[src/rtl/core/tfp_pkg.sv]
// ----------------------------------------------------------------------------
// Radar TLV frame parser package
// Types, codes and constants that the parser modules share.
// ----------------------------------------------------------------------------
`default_nettype none

package tfp_pkg;

  typedef enum logic [2:0] {
    PH_SYNC,
    PH_HEADER,
    PH_SECHDR,
    PH_POINT,
    PH_SIDE,
    PH_SKIP,
    PH_IDLE
  } phase_t;

  typedef enum logic [2:0] {
    KIND_HDR_A     = 3'd0,
    KIND_HDR_B     = 3'd1,
    KIND_POINT     = 3'd2,
    KIND_SIDE      = 3'd3,
    KIND_UNKNOWN   = 3'd4,
    KIND_BAD_SYNC  = 3'd5,
    KIND_FRAME_END = 3'd6
  } kind_t;

  localparam logic [63:0] SYNC_WORD_RESET = 64'h0708_0506_0304_0102;

  localparam logic [31:0] SEC_POINTS    = 32'd1;
  localparam logic [31:0] SEC_SIDE_INFO = 32'd7;
  localparam logic [31:0] SEC_SKIP_A    = 32'd2;
  localparam logic [31:0] SEC_SKIP_B    = 32'd3;
  localparam logic [31:0] SEC_SKIP_C    = 32'd4;

  localparam logic [2:0] WORD_LAST_BYTE  = 3'd3;
  localparam logic [2:0] DWORD_LAST_BYTE = 3'd7;
  localparam logic [3:0] HDR_LAST_WORD   = 4'd7;
  localparam logic [3:0] POINT_LAST_WORD = 4'd3;

  localparam int QDEPTH = 4;
  localparam int QPTR_W = $clog2(QDEPTH);
  localparam int QCNT_W = QPTR_W + 1;

  typedef struct packed {
    kind_t       kind;
    logic [31:0] item_index;
    logic [31:0] word_a;
    logic [31:0] word_b;
    logic [31:0] word_c;
    logic [31:0] word_d;
    logic        last_in_frame;
  } result_t;

  typedef struct packed {
    logic    valid;
    result_t res;
  } push_t;

endpackage

`default_nettype wire

[src/rtl/core/tfp_if.sv]
// ----------------------------------------------------------------------------
// Radar TLV frame parser channels
// Valid/ready channels for received bytes and for parsed result words.
// ----------------------------------------------------------------------------
`default_nettype none

interface tfp_in_if;
  logic       valid;
  logic       ready;
  logic [7:0] data_byte;
  logic       frame_start;

  modport source (output valid, data_byte, frame_start, input ready);
  modport sink (input valid, data_byte, frame_start, output ready);
endinterface

interface tfp_out_if;
  logic        valid;
  logic        ready;
  logic [2:0]  kind;
  logic [31:0] item_index;
  logic [31:0] word_a;
  logic [31:0] word_b;
  logic [31:0] word_c;
  logic [31:0] word_d;
  logic        last_in_frame;

  modport source (output valid, kind, item_index, word_a, word_b, word_c, word_d,
                  last_in_frame, input ready);
  modport sink (input valid, kind, item_index, word_a, word_b, word_c, word_d,
                last_in_frame, output ready);
endinterface

`default_nettype wire

[src/rtl/core/tfp_front.sv]
// ----------------------------------------------------------------------------
// Radar TLV frame parser front end
// Takes one byte per cycle when in_acc is high, walks sync, header and
// sections, and pushes any result word it produces into the queue.
// ----------------------------------------------------------------------------
`default_nettype none

module tfp_front
  import tfp_pkg::*;
(
  input  wire logic        clk,
  input  wire logic        rst_n,
  input  wire logic        cfg_we,
  input  wire logic [63:0] cfg_wdata,
  input  wire logic        in_valid,
  input  wire logic [7:0]  in_data_byte,
  input  wire logic        in_frame_start,
  input  wire logic        in_acc,
  output push_t            push
);

  phase_t      phase_r, phase_nxt, phase_eff;
  logic [2:0]  bp_r, bp_nxt, bp_eff;
  logic [3:0]  hw_r, hw_nxt, hw_eff;
  logic [63:0] asm_r, asm_nxt, asm_eff, asm_new;
  logic [31:0] held_r [3];
  logic [31:0] held_nxt [3];
  logic [31:0] objcnt_r, objcnt_nxt;
  logic [31:0] sectot_r, sectot_nxt;
  logic [31:0] secdone_r, secdone_nxt, secdone_eff;
  logic [31:0] skip_r, skip_nxt, skip_eff;
  logic [31:0] objnum_r, objnum_nxt, objnum_eff;
  logic [63:0] sync_word_r;

  logic        start, four_byte, word_done;
  logic [31:0] w, len, secdone_inc, objnum_inc, skip_dec;
  logic        fin_last, obj_last, skip_last, sync_ok;
  logic        is_pt, is_side, is_skip_type, obj_zero, len_zero, tot_zero;
  logic        fin, end_frame;

  assign start       = in_acc && in_frame_start;
  assign phase_eff   = start ? PH_SYNC : phase_r;
  assign bp_eff      = start ? 3'd0 : bp_r;
  assign hw_eff      = start ? 4'd0 : hw_r;
  assign asm_eff     = start ? 64'd0 : asm_r;
  assign secdone_eff = start ? 32'd0 : secdone_r;
  assign objnum_eff  = start ? 32'd0 : objnum_r;
  assign skip_eff    = start ? 32'd0 : skip_r;

  always_comb begin
    for (int i = 0; i < 8; i++) begin
      asm_new[8*i +: 8] = asm_eff[8*i +: 8] | ((bp_eff == 3'(i)) ? in_data_byte : 8'h00);
    end
  end

  assign four_byte   = (phase_eff == PH_HEADER) || (phase_eff == PH_POINT) ||
                       (phase_eff == PH_SIDE);
  assign word_done   = four_byte ? (bp_eff == WORD_LAST_BYTE) : (bp_eff == DWORD_LAST_BYTE);
  assign w           = asm_new[31:0];
  assign len         = asm_new[63:32];
  assign secdone_inc = secdone_eff + 32'd1;
  assign objnum_inc  = objnum_eff + 32'd1;
  assign skip_dec    = skip_eff - 32'd1;
  assign fin_last    = (secdone_inc == sectot_r);
  assign obj_last    = (objnum_inc == objcnt_r);
  assign skip_last   = (skip_dec == 32'd0);
  assign sync_ok     = (asm_new == sync_word_r);
  assign is_pt       = (w == SEC_POINTS);
  assign is_side     = (w == SEC_SIDE_INFO);
  assign is_skip_type = (w == SEC_SKIP_A) || (w == SEC_SKIP_B) || (w == SEC_SKIP_C);
  assign obj_zero    = (objcnt_r == 32'd0);
  assign len_zero    = (len == 32'd0);
  assign tot_zero    = (sectot_r == 32'd0);

  // Next parse phase.
  always_comb begin
    phase_nxt = phase_r;
    if (in_acc) begin
      phase_nxt = phase_eff;
      unique case (phase_eff)
        PH_SYNC: begin
          if (word_done) begin
            phase_nxt = sync_ok ? PH_HEADER : PH_IDLE;
          end
        end
        PH_HEADER: begin
          if (word_done && hw_eff == HDR_LAST_WORD) begin
            phase_nxt = tot_zero ? PH_IDLE : PH_SECHDR;
          end
        end
        PH_SECHDR: begin
          if (word_done) begin
            if (is_pt || is_side) begin
              if (obj_zero) begin
                phase_nxt = fin_last ? PH_IDLE : PH_SECHDR;
              end else begin
                phase_nxt = is_pt ? PH_POINT : PH_SIDE;
              end
            end else if (len_zero) begin
              phase_nxt = fin_last ? PH_IDLE : PH_SECHDR;
            end else begin
              phase_nxt = PH_SKIP;
            end
          end
        end
        PH_POINT: begin
          if (word_done && hw_eff == POINT_LAST_WORD && obj_last) begin
            phase_nxt = fin_last ? PH_IDLE : PH_SECHDR;
          end
        end
        PH_SIDE: begin
          if (word_done && obj_last) begin
            phase_nxt = fin_last ? PH_IDLE : PH_SECHDR;
          end
        end
        PH_SKIP: begin
          if (skip_last) begin
            phase_nxt = fin_last ? PH_IDLE : PH_SECHDR;
          end
        end
        PH_IDLE: begin
          phase_nxt = PH_IDLE;
        end
        default: begin
          phase_nxt = PH_IDLE;
        end
      endcase
    end
  end

  // Datapath updates and result generation.
  always_comb begin
    bp_nxt      = bp_eff;
    hw_nxt      = hw_eff;
    asm_nxt     = asm_eff;
    held_nxt    = held_r;
    objcnt_nxt  = objcnt_r;
    sectot_nxt  = sectot_r;
    secdone_nxt = secdone_eff;
    skip_nxt    = skip_eff;
    objnum_nxt  = objnum_eff;
    push        = '0;
    push.res.kind = KIND_FRAME_END;
    fin         = 1'b0;
    end_frame   = 1'b0;

    if (in_acc) begin
      if (four_byte || phase_eff == PH_SYNC || phase_eff == PH_SECHDR) begin
        if (word_done) begin
          bp_nxt  = 3'd0;
          asm_nxt = 64'd0;
        end else begin
          bp_nxt  = bp_eff + 3'd1;
          asm_nxt = asm_new;
        end
      end

      case (phase_eff)
        PH_SYNC: begin
          if (word_done) begin
            hw_nxt = 4'd0;
            if (!sync_ok) begin
              push.valid       = 1'b1;
              push.res.kind    = KIND_BAD_SYNC;
              push.res.word_a  = asm_new[31:0];
              push.res.word_b  = asm_new[63:32];
              end_frame        = 1'b1;
            end
          end
        end
        PH_HEADER: begin
          if (word_done) begin
            hw_nxt = hw_eff + 4'd1;
            case (hw_eff)
              4'd0:    held_nxt[0] = w;
              4'd1:    held_nxt[1] = w;
              4'd2:    held_nxt[2] = w;
              4'd4:    held_nxt[0] = w;
              4'd5: begin
                held_nxt[1] = w;
                objcnt_nxt  = w;
              end
              4'd6: begin
                held_nxt[2] = w;
                sectot_nxt  = w;
              end
              4'd3, 4'd7: begin
                push.valid      = 1'b1;
                push.res.kind   = (hw_eff == HDR_LAST_WORD) ? KIND_HDR_B : KIND_HDR_A;
                push.res.word_a = held_r[0];
                push.res.word_b = held_r[1];
                push.res.word_c = held_r[2];
                push.res.word_d = w;
                if (hw_eff == HDR_LAST_WORD) begin
                  secdone_nxt = 32'd0;
                  end_frame   = tot_zero;
                end
              end
              default: begin
              end
            endcase
          end
        end
        PH_SECHDR: begin
          if (word_done) begin
            hw_nxt     = 4'd0;
            objnum_nxt = 32'd0;
            if (is_pt || is_side) begin
              fin = obj_zero;
            end else begin
              if (!is_skip_type) begin
                push.valid          = 1'b1;
                push.res.kind       = KIND_UNKNOWN;
                push.res.item_index = secdone_eff;
                push.res.word_a     = w;
                push.res.word_b     = len;
              end
              skip_nxt = len;
              fin      = len_zero;
            end
          end
        end
        PH_POINT: begin
          if (word_done) begin
            if (hw_eff == POINT_LAST_WORD) begin
              push.valid          = 1'b1;
              push.res.kind       = KIND_POINT;
              push.res.item_index = objnum_eff;
              push.res.word_a     = held_r[0];
              push.res.word_b     = held_r[1];
              push.res.word_c     = held_r[2];
              push.res.word_d     = w;
              hw_nxt              = 4'd0;
              objnum_nxt          = objnum_inc;
              fin                 = obj_last;
            end else begin
              for (int i = 0; i < 3; i++) begin
                if (hw_eff == 4'(i)) begin
                  held_nxt[i] = w;
                end
              end
              hw_nxt = hw_eff + 4'd1;
            end
          end
        end
        PH_SIDE: begin
          if (word_done) begin
            push.valid          = 1'b1;
            push.res.kind       = KIND_SIDE;
            push.res.item_index = objnum_eff;
            push.res.word_a     = {16'd0, w[15:0]};
            push.res.word_b     = {16'd0, w[31:16]};
            objnum_nxt          = objnum_inc;
            fin                 = obj_last;
          end
        end
        PH_SKIP: begin
          skip_nxt = skip_dec;
          fin      = skip_last;
        end
        default: begin
        end
      endcase

      if (fin) begin
        secdone_nxt = secdone_inc;
        bp_nxt      = 3'd0;
        asm_nxt     = 64'd0;
        hw_nxt      = 4'd0;
        end_frame   = fin_last;
      end

      if (end_frame) begin
        push.valid             = 1'b1;
        push.res.last_in_frame = 1'b1;
      end
    end
  end

  always_ff @(posedge clk) begin
    if (!rst_n) begin
      phase_r     <= PH_SYNC;
      bp_r        <= '0;
      hw_r        <= '0;
      asm_r       <= '0;
      objcnt_r    <= '0;
      sectot_r    <= '0;
      secdone_r   <= '0;
      skip_r      <= '0;
      objnum_r    <= '0;
      sync_word_r <= SYNC_WORD_RESET;
    end else begin
      phase_r   <= phase_nxt;
      bp_r      <= bp_nxt;
      hw_r      <= hw_nxt;
      asm_r     <= asm_nxt;
      objcnt_r  <= objcnt_nxt;
      sectot_r  <= sectot_nxt;
      secdone_r <= secdone_nxt;
      skip_r    <= skip_nxt;
      objnum_r  <= objnum_nxt;
      if (cfg_we) begin
        sync_word_r <= cfg_wdata;
      end
    end
  end

  always_ff @(posedge clk) begin
    if (in_valid) begin
      held_r <= held_nxt;
    end
  end

endmodule

`default_nettype wire

[src/rtl/core/tfp_queue.sv]
// ----------------------------------------------------------------------------
// Radar TLV frame parser result queue
// A short first-in first-out buffer between the parser and the output stage.
// ----------------------------------------------------------------------------
`default_nettype none

module tfp_queue
  import tfp_pkg::*;
(
  input  wire logic  clk,
  input  wire logic  rst_n,
  input  push_t      push,
  input  wire logic  pop,
  output logic       full,
  output logic       empty,
  output result_t    head
);

  result_t            mem_r [QDEPTH];
  logic [QPTR_W-1:0]  wr_ptr_r, wr_ptr_nxt;
  logic [QPTR_W-1:0]  rd_ptr_r, rd_ptr_nxt;
  logic [QCNT_W-1:0]  count_r, count_nxt;
  logic               do_push, do_pop;

  assign full    = (count_r == QCNT_W'(QDEPTH));
  assign empty   = (count_r == '0);
  assign head    = mem_r[rd_ptr_r];
  assign do_push = push.valid && !full;
  assign do_pop  = pop && !empty;

  always_comb begin
    wr_ptr_nxt = do_push ? wr_ptr_r + 1'b1 : wr_ptr_r;
    rd_ptr_nxt = do_pop ? rd_ptr_r + 1'b1 : rd_ptr_r;
    count_nxt  = count_r;
    if (do_push && !do_pop) begin
      count_nxt = count_r + 1'b1;
    end else if (do_pop && !do_push) begin
      count_nxt = count_r - 1'b1;
    end
  end

  always_ff @(posedge clk) begin
    if (!rst_n) begin
      wr_ptr_r <= '0;
      rd_ptr_r <= '0;
      count_r  <= '0;
    end else begin
      wr_ptr_r <= wr_ptr_nxt;
      rd_ptr_r <= rd_ptr_nxt;
      count_r  <= count_nxt;
    end
  end

  always_ff @(posedge clk) begin
    if (do_push) begin
      mem_r[wr_ptr_r] <= push.res;
    end
  end

endmodule

`default_nettype wire

[src/rtl/core/tfp_back.sv]
// ----------------------------------------------------------------------------
// Radar TLV frame parser output stage
// Pops results from the queue into the output register and hands them on.
// ----------------------------------------------------------------------------
`default_nettype none

module tfp_back
  import tfp_pkg::*;
(
  input  wire logic  clk,
  input  wire logic  rst_n,
  input  wire logic  q_empty,
  input  result_t    q_head,
  output logic       q_pop,
  output logic       out_valid,
  input  wire logic  out_ready,
  output result_t    out_res
);

  logic    valid_r, valid_nxt;
  result_t res_r;

  assign q_pop     = !q_empty && (!valid_r || out_ready);
  assign valid_nxt = q_pop || (valid_r && !out_ready);
  assign out_valid = valid_r;
  assign out_res   = res_r;

  always_ff @(posedge clk) begin
    if (!rst_n) begin
      valid_r <= 1'b0;
    end else begin
      valid_r <= valid_nxt;
    end
  end

  always_ff @(posedge clk) begin
    if (q_pop) begin
      res_r <= q_head;
    end
  end

endmodule

`default_nettype wire

[src/rtl/core/radar_tlv_frame_parser_unit.sv]
// ----------------------------------------------------------------------------
// Radar TLV frame parser
// Parses a byte stream of sync word, header and TLV sections into results.
// ----------------------------------------------------------------------------
// The parser takes one byte per clock cycle while its input ready is high and
// does all of its work for a byte in that cycle; a byte yields at most one
// result word. Results pass through a four-entry queue and then an output
// register on their way to the output channel. The input ready drops only
// when the queue is full because the output side is stalled.
// The sync word register may be written only while no bytes are in flight.
`default_nettype none

module radar_tlv_frame_parser_unit
  import tfp_pkg::*;
(
  input  wire logic        clk,
  input  wire logic        rst_n,
  input  wire logic        cfg_we,
  input  wire logic [63:0] cfg_wdata,
  tfp_in_if.sink           in_chan,
  tfp_out_if.source        out_chan
);

  push_t   push;
  result_t q_head, out_res;
  logic    q_full, q_empty, q_pop, in_acc;

  assign in_chan.ready = !q_full;
  assign in_acc        = in_chan.valid && !q_full;

  tfp_front u_front (
    .clk            (clk),
    .rst_n          (rst_n),
    .cfg_we         (cfg_we),
    .cfg_wdata      (cfg_wdata),
    .in_valid       (in_chan.valid),
    .in_data_byte   (in_chan.data_byte),
    .in_frame_start (in_chan.frame_start),
    .in_acc         (in_acc),
    .push           (push)
  );

  tfp_queue u_queue (
    .clk   (clk),
    .rst_n (rst_n),
    .push  (push),
    .pop   (q_pop),
    .full  (q_full),
    .empty (q_empty),
    .head  (q_head)
  );

  tfp_back u_back (
    .clk       (clk),
    .rst_n     (rst_n),
    .q_empty   (q_empty),
    .q_head    (q_head),
    .q_pop     (q_pop),
    .out_valid (out_chan.valid),
    .out_ready (out_chan.ready),
    .out_res   (out_res)
  );

  assign out_chan.kind          = out_res.kind;
  assign out_chan.item_index    = out_res.item_index;
  assign out_chan.word_a        = out_res.word_a;
  assign out_chan.word_b        = out_res.word_b;
  assign out_chan.word_c        = out_res.word_c;
  assign out_chan.word_d        = out_res.word_d;
  assign out_chan.last_in_frame = out_res.last_in_frame;

endmodule

`default_nettype wire
[src/flat_wrapper.sv]
// flat-port wrapper written by rule: the top's interface ports become plain ports
module radar_tlv_frame_parser_unit_flat import tfp_pkg::*;
  (clk, rst_n, cfg_we, cfg_wdata, in_chan_valid, in_chan_data_byte, in_chan_frame_start, in_chan_ready, out_chan_valid, out_chan_kind, out_chan_item_index, out_chan_word_a, out_chan_word_b, out_chan_word_c, out_chan_word_d, out_chan_last_in_frame, out_chan_ready);
  tfp_in_if in_chan_i ();
  tfp_out_if out_chan_i ();
  input  wire logic clk;
  input  wire logic rst_n;
  input  wire logic cfg_we;
  input  wire logic [63:0] cfg_wdata;
  input wire logic [$bits(in_chan_i.valid)-1:0] in_chan_valid;
  input wire logic [$bits(in_chan_i.data_byte)-1:0] in_chan_data_byte;
  input wire logic [$bits(in_chan_i.frame_start)-1:0] in_chan_frame_start;
  output wire logic [$bits(in_chan_i.ready)-1:0] in_chan_ready;
  output wire logic [$bits(out_chan_i.valid)-1:0] out_chan_valid;
  output wire logic [$bits(out_chan_i.kind)-1:0] out_chan_kind;
  output wire logic [$bits(out_chan_i.item_index)-1:0] out_chan_item_index;
  output wire logic [$bits(out_chan_i.word_a)-1:0] out_chan_word_a;
  output wire logic [$bits(out_chan_i.word_b)-1:0] out_chan_word_b;
  output wire logic [$bits(out_chan_i.word_c)-1:0] out_chan_word_c;
  output wire logic [$bits(out_chan_i.word_d)-1:0] out_chan_word_d;
  output wire logic [$bits(out_chan_i.last_in_frame)-1:0] out_chan_last_in_frame;
  input wire logic [$bits(out_chan_i.ready)-1:0] out_chan_ready;
  assign in_chan_i.valid = in_chan_valid;
  assign in_chan_i.data_byte = in_chan_data_byte;
  assign in_chan_i.frame_start = in_chan_frame_start;
  assign in_chan_ready = in_chan_i.ready;
  assign out_chan_valid = out_chan_i.valid;
  assign out_chan_kind = out_chan_i.kind;
  assign out_chan_item_index = out_chan_i.item_index;
  assign out_chan_word_a = out_chan_i.word_a;
  assign out_chan_word_b = out_chan_i.word_b;
  assign out_chan_word_c = out_chan_i.word_c;
  assign out_chan_word_d = out_chan_i.word_d;
  assign out_chan_last_in_frame = out_chan_i.last_in_frame;
  assign out_chan_i.ready = out_chan_ready;
  radar_tlv_frame_parser_unit u_core (.clk(clk), .rst_n(rst_n), .cfg_we(cfg_we), .cfg_wdata(cfg_wdata), .in_chan(in_chan_i), .out_chan(out_chan_i));
endmodule
[config.mk]
export PLATFORM = sky130hd
export DESIGN_NAME = radar_tlv_frame_parser_unit_flat
export DESIGN_NICKNAME = d
export VERILOG_FILES = /design/src/rtl/core/tfp_pkg.sv /design/src/rtl/core/tfp_if.sv /design/src/rtl/core/tfp_front.sv /design/src/rtl/core/tfp_queue.sv /design/src/rtl/core/tfp_back.sv /design/src/rtl/core/radar_tlv_frame_parser_unit.sv /design/src/flat_wrapper.sv
export SDC_FILE = /design/constraint.sdc
export NUM_CORES = 2
export LEC_CHECK = 0
export BUFFER_PORTS_ARGS = -buffer_cell sky130_fd_sc_hd__clkbuf_2
export CAP_MARGIN = 30
export CORE_MARGIN = 3
export CORE_UTILIZATION = 50
export CTS_CLUSTER_SIZE = 16
export DETAILED_ROUTE_END_ITERATION = 16
export GPL_TIMING_DRIVEN = 0
export PLACE_DENSITY = 0.66
export SETUP_SLACK_MARGIN = 0.3
export SLEW_MARGIN = 20
export SYNTH_ARGS = -nofsm -noshare
export SYNTH_HDL_FRONTEND = slang
export SYNTH_SLANG_ARGS = --single-unit
[constraint.sdc]
create_clock -name clk -period 20.8 [get_ports clk]
set_input_delay 6.24 -clock clk [delete_from_list [all_inputs] [get_ports clk]]
set_output_delay 6.24 -clock clk [all_outputs]
set_load 0.01 [all_outputs]
After elaboration in Yosys (flattened, before gate mapping)
Memories as Yosys holds them, arrays and structs flattened. A register that Yosys moved wholly into a read port is not among the register bits.
Index checks and enable logic that the tools add are counted.
{ "word_totals": {"register_bits": 402, "mem_bits_rw": 656, "input_bits": 78, "out_inout_bits": 166, "elab_cells": 231, "mem_count": 1} }
{ "classes": {"n_addsub": 9, "eq_ne": 37, "muxes": 112, "n_bitwise": 8, "reduce_logical": 47} }
{ "mem_list": {"columns": ["memory", "depth", "width", "rd", "rd_clocked_by_memory_dff", "wr", "line_no", "source"], "rows": [
  ["u_core.u_queue.mem_r", 4, 164, 1, 1, 1, "tfp_queue.sv:19", "result_t mem_r [QDEPTH];"]
]} }
{ "op_table": {"columns": ["operator", "n"], "rows": [
  ["two-way mux 32 bit", 23],
  ["two-way mux 64 bit", 7],
  ["two-way mux 100 bit", 4],
  ["two-way mux 164 bit", 2],
  ["case mux 64 bit (5 select lines)", 1],
  ["two-way mux 96 bit", 3],
  ["two-way mux 128 bit", 2],
  ["case mux 32 bit (3 select lines)", 2],
  ["case mux 96 bit (2 select lines)", 1],
  ["two-way mux 165 bit", 1],
  ["logical NOT 32 bit", 4],
  ["case mux 64 bit (2 select lines)", 1],
  ["adder 32 x 1 -> 32 bit (second input constant)", 2],
  ["== test 32 x 2 -> 1 bit (second input constant)", 2],
  ["== test 32 x 3 -> 1 bit (second input constant)", 2],
  ["== test 32 bit", 2],
  ["== test 64 bit", 1],
  ["two-way mux 8 bit", 8],
  ["bitwise OR 8 bit", 8],
  ["case mux 32 bit (2 select lines)", 1],
  ["two-way mux 3 bit", 21],
  ["two-way mux 4 bit", 11],
  ["== test 32 x 1 -> 1 bit (second input constant)", 1],
  ["subtractor 32 x 1 -> 32 bit (second input constant)", 1],
  ["27 further kinds", 102]
]} }

Longest topological paths before layout
{ "logic_depth": {"depth_word": 23, "depth_mapped": 35, "depth_no_buf": 25} }

By module
Synthesis repeated with hierarchy kept, for this count alone.
{ "unflattened": {"cells_unflattened": 4062, "hier_area_um2": 53088.4} }
{ "modules_own_cells": {"columns": ["mod", "n_inst", "cells_per_inst", "area_each_um2", "seq_area_each_um2"], "rows": [
  ["tfp_queue", 1, 904, 24121.9, 19879.1],
  ["tfp_front", 1, 2988, 23988.0, 8848.5],
  ["tfp_back", 1, 168, 4968.5, 4944.7],
  ["radar_tlv_frame_parser_unit", 1, 2, 10.0, 0.0]
]} }

Worst setup path before layout
Ideal clock, no wire load.
{ "synth_timing": {"path_type": "in2reg", "from": "in in_chan_frame_start", "to": "mem u_core.u_queue.mem_r[0][0] in the netlist's numbering (enable)", "setup_time_ns": 0.711, "arrival_time_ns": 19.225, "required_ns": 20.089, "path_slack_ns": 0.864, "stages": 27, "n_path_buf": 12, "path_cell_list": "buf_2 > and2_1 > nand2_1 > buf_4 > buf_4 > buf_4 > buf_4 > buf_2 > buf_1 > clkbuf_1 > buf_1 > clkbuf_1 > clkbuf_1 > and2_1 > ha_1 > nand3_1 > or2_2 > clkbuf_1 > nor4_1 > xnor2_1 > or4b_1 > a21boi_1 > nor3_1 > nor4_1 > a31oi_1 > o21a_2 > nor2b_1"} }
{ "synth_via": {"elab_chain_cells": 18, "word_cells_on_any_way": 91, "classes_between": "add/sub: 3; eq/ne: 22; mux: 46; bitwise: 8; reduce/logical: 12"} }
{ "synth_rtl": {"columns": ["element", "line_no", "source"], "rows": [
  ["start: declaration", "flat_wrapper.sv:12", "input wire logic [$bits(in_chan_i.frame_start)-1:0] in_chan_frame_start;"],
  ["logical AND 1 bit *", "tfp_front.sv:41", "assign start = in_acc && in_frame_start;"],
  ["branches (longest 12 deep; another with adder 32 x 1 -> 32 bit)", null, null],
  ["two-way mux 1 bit *", "tfp_front.sv:273", "if (end_frame) begin"],
  ["two-way mux 165 bit *", "tfp_front.sv:147", "if (in_acc) begin"],
  ["logical AND 1 bit *", "tfp_queue.sv:28", "assign do_push = push.valid && !full;"],
  ["two-way mux 1 bit *", "tfp_queue.sv:55", "if (do_push) begin"],
  ["two-way mux 1 bit (implied by the code) *", "tfp_queue.sv:56", "mem_r[wr_ptr_r] <= push.res;"],
  ["end: declaration", "tfp_queue.sv:19", null]
]} }
Every way passes the cells marked *. The select of a mux whose other input is x is not followed.

Worst setup path after layout
{ "layout_timing": {"from": "in in_chan_frame_start", "to": "reg u_core.u_queue.count_r[2]"} }
{ "layout_via": {"elab_chain_cells": 19, "word_cells_on_any_way": 94, "classes_between": "add/sub: 3; eq/ne: 22; mux: 45; bitwise: 8; reduce/logical: 16"} }
{ "layout_rtl": {"columns": ["element", "line_no", "source"], "rows": [
  ["logical AND 1 bit *", "tfp_front.sv:41", null],
  ["two-way mux 3 bit", "tfp_front.sv:43", "assign bp_eff = start ? 3'd0 : bp_r;"],
  ["== test 3 x 2 -> 1 bit", "tfp_front.sv:52", "asm_new[8*i +: 8] = asm_eff[8*i +: 8] | ((bp_eff == 3'(i)) ? in_data_byte : 8'h00);"],
  ["two-way mux 8 bit", "tfp_front.sv:52", null],
  ["bitwise OR 8 bit *", "tfp_front.sv:52", null],
  ["via u_core.u_front.asm_new[30]", "tfp_front.sv:25", "logic [63:0] asm_r, asm_nxt, asm_eff, asm_new;"],
  ["== test 32 x 1 -> 1 bit / == test 32 x 3 -> 1 bit (equally long branches)", "tfp_front.sv:68, tfp_front.sv:69", null],
  ["logical OR 1 bit", "tfp_front.sv:208", "if (is_pt || is_side) begin"],
  ["[5 not listed]", null, null],
  ["two-way mux 1 bit", "tfp_front.sv:147", null],
  ["two-way mux 1 bit *", "tfp_front.sv:273", null],
  ["two-way mux 165 bit *", "tfp_front.sv:147", null],
  ["logical AND 1 bit *", "tfp_queue.sv:28", null],
  ["via u_core.u_queue.do_push", "tfp_queue.sv:23", "logic do_push, do_pop;"],
  ["logical NOT 1 bit", "tfp_queue.sv:37", "end else if (do_pop && !do_push) begin"],
  ["logical AND 1 bit", "tfp_queue.sv:37", null],
  ["nonzero test 2 bit (no line)", null, null],
  ["end signal: assignment", "tfp_queue.sv:50", "count_r <= count_nxt;"],
  ["end: declaration", "tfp_queue.sv:22", "logic [QCNT_W-1:0] count_r, count_nxt;"]
]} }
Mark *: on every way through the listed nets, which the timed path passes. The rest lies on a longest branch. The select of a mux whose other input is x is not followed.
A chain may end at the register's enable or synchronous reset.

==> results.cfg <==
[yosys]
synth_cell_type_count = 94
synth_sequential_area_ratio = 0.625
syn-cell-area_mm2 = 0.0538
most_used_flip_flop_cell_after_synthesis = edfxtp_1
ffs_w_async_s_r_synth = 0
yosys_warnings = 0
synth_cells = 4220
synth-edff-count = 916
synthesized_net_count = 4322
postSynthRegisterBits = 1222
syn-mean-instance-area_um2 = 12.8

[sta]
tightest_slew_ns = 1.16
worst_clock_skew_ns = 0.0328
max-slew-margin-rel = 0.222
grt_setup_unrepaired = false
final_hold_viol_count = 0
final_max_slew_viol_count = 0
fmax_ghz = 0.0551
finalCritPeriodShare = 0.872
final_period_minus_worst_setup_slack_ns = 18.14
worst_setup_slack_after_layout_ns = 2.66
worst_hold_slack_ns = 0.477
finalSetupViolations = 0

[pwr]
power.ir.vdd_worst_uv = 65.9
leakage_nw = 20.8
power_per_cell_area_mw_per_mm2 = 111
fin_total_pwr_mw = 6.99

[placement]
placedInstanceArea_mm2 = 0.0583
port_buffers = 239
finalWeightedCongestion = 1.00
place_worst_setup_slack_ns = 2.40
hpwlAfterDp_um = 142000

[final_layout]
most-common-layout-cells = edfxtp_1, nor2_1, dfxtp_1
layout_cell_share_with_drive_strength_beyond_1 = 0.167
postLayoutCellArea_mm2 = 0.0628
finalCoreUtilization = 0.592
signed_area_change_from_the_synthesized_netlist_to_the_final_layout_pct = 16.7
finalNetCount = 4791
layout.cells.most_common = edfxtp_1

[grt]
largest_net_degree_at_the_start_of_global_routing = 33
wire_length_of_the_first_global_routing_pass_um = 279000
antenna_found_initial = 7
grt_use_total = 0.347
global_route.overflow_total = 0
first_global_vias = 38302

[floorplan]
initial_core_util = 0.508
core_area_mm2 = 0.106
chipWidth_um = 334
rows = 119
design.die.area_mm2 = 0.112
die_height_um = 334
pin_count = 244

[detailed_routing]
route.antenna.remaining_nets = 0
first_pass_iters = 7
routed_wirelength_um = 195000
routed-via-count = 40652
post_drt_wl_per_cell_um = 31.6
detail_route.vias_per_cell = 6.57
drt_first_iter_violations = 5958
residual_drc = 0

[critical_path]
worst-endpoint-required_ns = 21.46
criticalPathCategory = in -> reg
worst_r2r_startpoint = u_core.u_queue.count_r[0]
critPathLaunch = in_chan_frame_start
endpoint_kind = flop
critical_path.max_fanout = 10
critical-path-slowest-cell = clkbuf_1
cp_data_arrival_time_ns = 18.80
crit_path_max_incr_delay_ns = 0.84
startpoint_type_of_the_worst_setup_path = input port

[clocking]
clock_latency_ns = 0.76
postcts_setup_bufs = 0
worst_setup_hold_path_clk_slew_ns = 0.06
clockRootBuffer = clkbuf_16
cts.sink_count = 1222
cts_tree = built
cts.path.max_buffers = 3
holdBufCountCts = 0
cts-htree-levels = 4
number_of_clock_buffers_inserted_by_tritoncts = 130
gates_resized_cts_repair = 0

[flow_run]
drv.max_cap_violation_count = 0

[status]
run_status = completed

[worst_hold_path]
hold_path.startpoint = u_core.u_front.asm_r[32]
min_path_type = reg -> reg
-- critical path: cells and delay by family --
kind / cells / cell delay (ns)
AND/OR/NAND/NOR: 9 / 3.18
XOR/XNOR: 2 / 0.32
AO/OA/AOI/OAI: 5 / 1.70
buffers and inverters: 15 / 6.35
adder cells (fa/ha/maj): 4 / 0.88
-- cells by family (layout without fill, tap and decap cells) --
group,after synthesis,count (layout),share of synthesized area
and+or+nand+nor,1252,1252,0.116
DFF,1222,1222,0.625
AOI/OAI and AO/OA,929,929,0.116
buffers and inverters,400,969,0.0294
muxes,253,253,0.0854
xor gates and xnor gates,140,140,0.0230
adders and majority gates,24,24,0.00572
other,0,6,0
-- registers in the layout (all words and copies together) (netlist names), 64 cells and up --
name                        count
u_core.u_back.out_res         164
u_core.u_front.asm_r           64
u_core.u_queue.mem_r          656
u_core.u_front.held_r          96
u_core.u_front.sync_word_r     64
-- metrics by stage --
step	cells	TNS, ns
3_3_place_gp	5850	-6657.11
5_1_grt	6181	0
4_1_cts	6165	0
6_report	6186	0
3_5_place_dp	5933	0
2_1_floorplan	4220	0
-- path summary, 6_finish.rpt --
kind | end | slack, ns | cells after the start
max reg2reg | u_core.u_queue.count_r[2] | 7.55 | 35
min | u_core.u_front.asm_r[32] | 0.48 | 2
min reg2reg | u_core.u_front.asm_r[32] | 0.48 | 2
max | u_core.u_queue.count_r[2] | 2.66 | 35
-- routing by layer --
metal | part of all wire | vias to the layer above | track usage
li1 | - | 17212 | -
met4 | 0.051 | 6 | 0.152
met2 | 0.43 | 2587 | 0.506
met1 | 0.41 | 20358 | 0.495
met3 | 0.11 | 489 | 0.0855
met5 | 0.00023 | - | 0
-- layout make-up --
class	instances	area, um2
Fill cell	8468	43200
Sequential cell	1222	33600
Multi-Input combinational cell	2598	18700
Clock buffer	168	3520
Timing Repair Buffer	337	2800
Tap cell	1391	1740
Buffer	323	1300
Clock inverter	64	762
Inverter	77	289
Antenna cell	6	15.0
-- synthesized netlist by cell type, drive strengths merged, types with 15 or more instances --
cell	count	area, um2
a21o	15	113
a21boi	27	203
nor3	89	450
nand4	64	400
and2	73	457
inv	76	285
ha	23	288
and3	28	175
a22o	27	236
a211oi	90	686
o211ai	24	180
a21oi	174	871
or3	39	244
nor4	82	568
buf	109	492
xor2	44	385
dfxtp	306	6130
o31ai	17	128
nand2	217	815
xnor2	95	832
and4	15	131
a222oi	16	160
clkbuf	214	803
mux4	164	3690
a22oi	126	946
o21ai	220	1100
nand3	87	435
a31oi	43	269
nor2	444	1670
o22ai	16	100
or4	24	180
mux2i	80	801
edfxtp	916	27500
-- power breakdown --
group	total, mW	switching, mW	internal (mW)
Clock	2.33	0.985	1.34
Combinational	1.60	1.02	0.581
Sequential	3.06	0.101	2.96
Total	6.99	2.10	4.88
(Power assumes the default switching activity.)
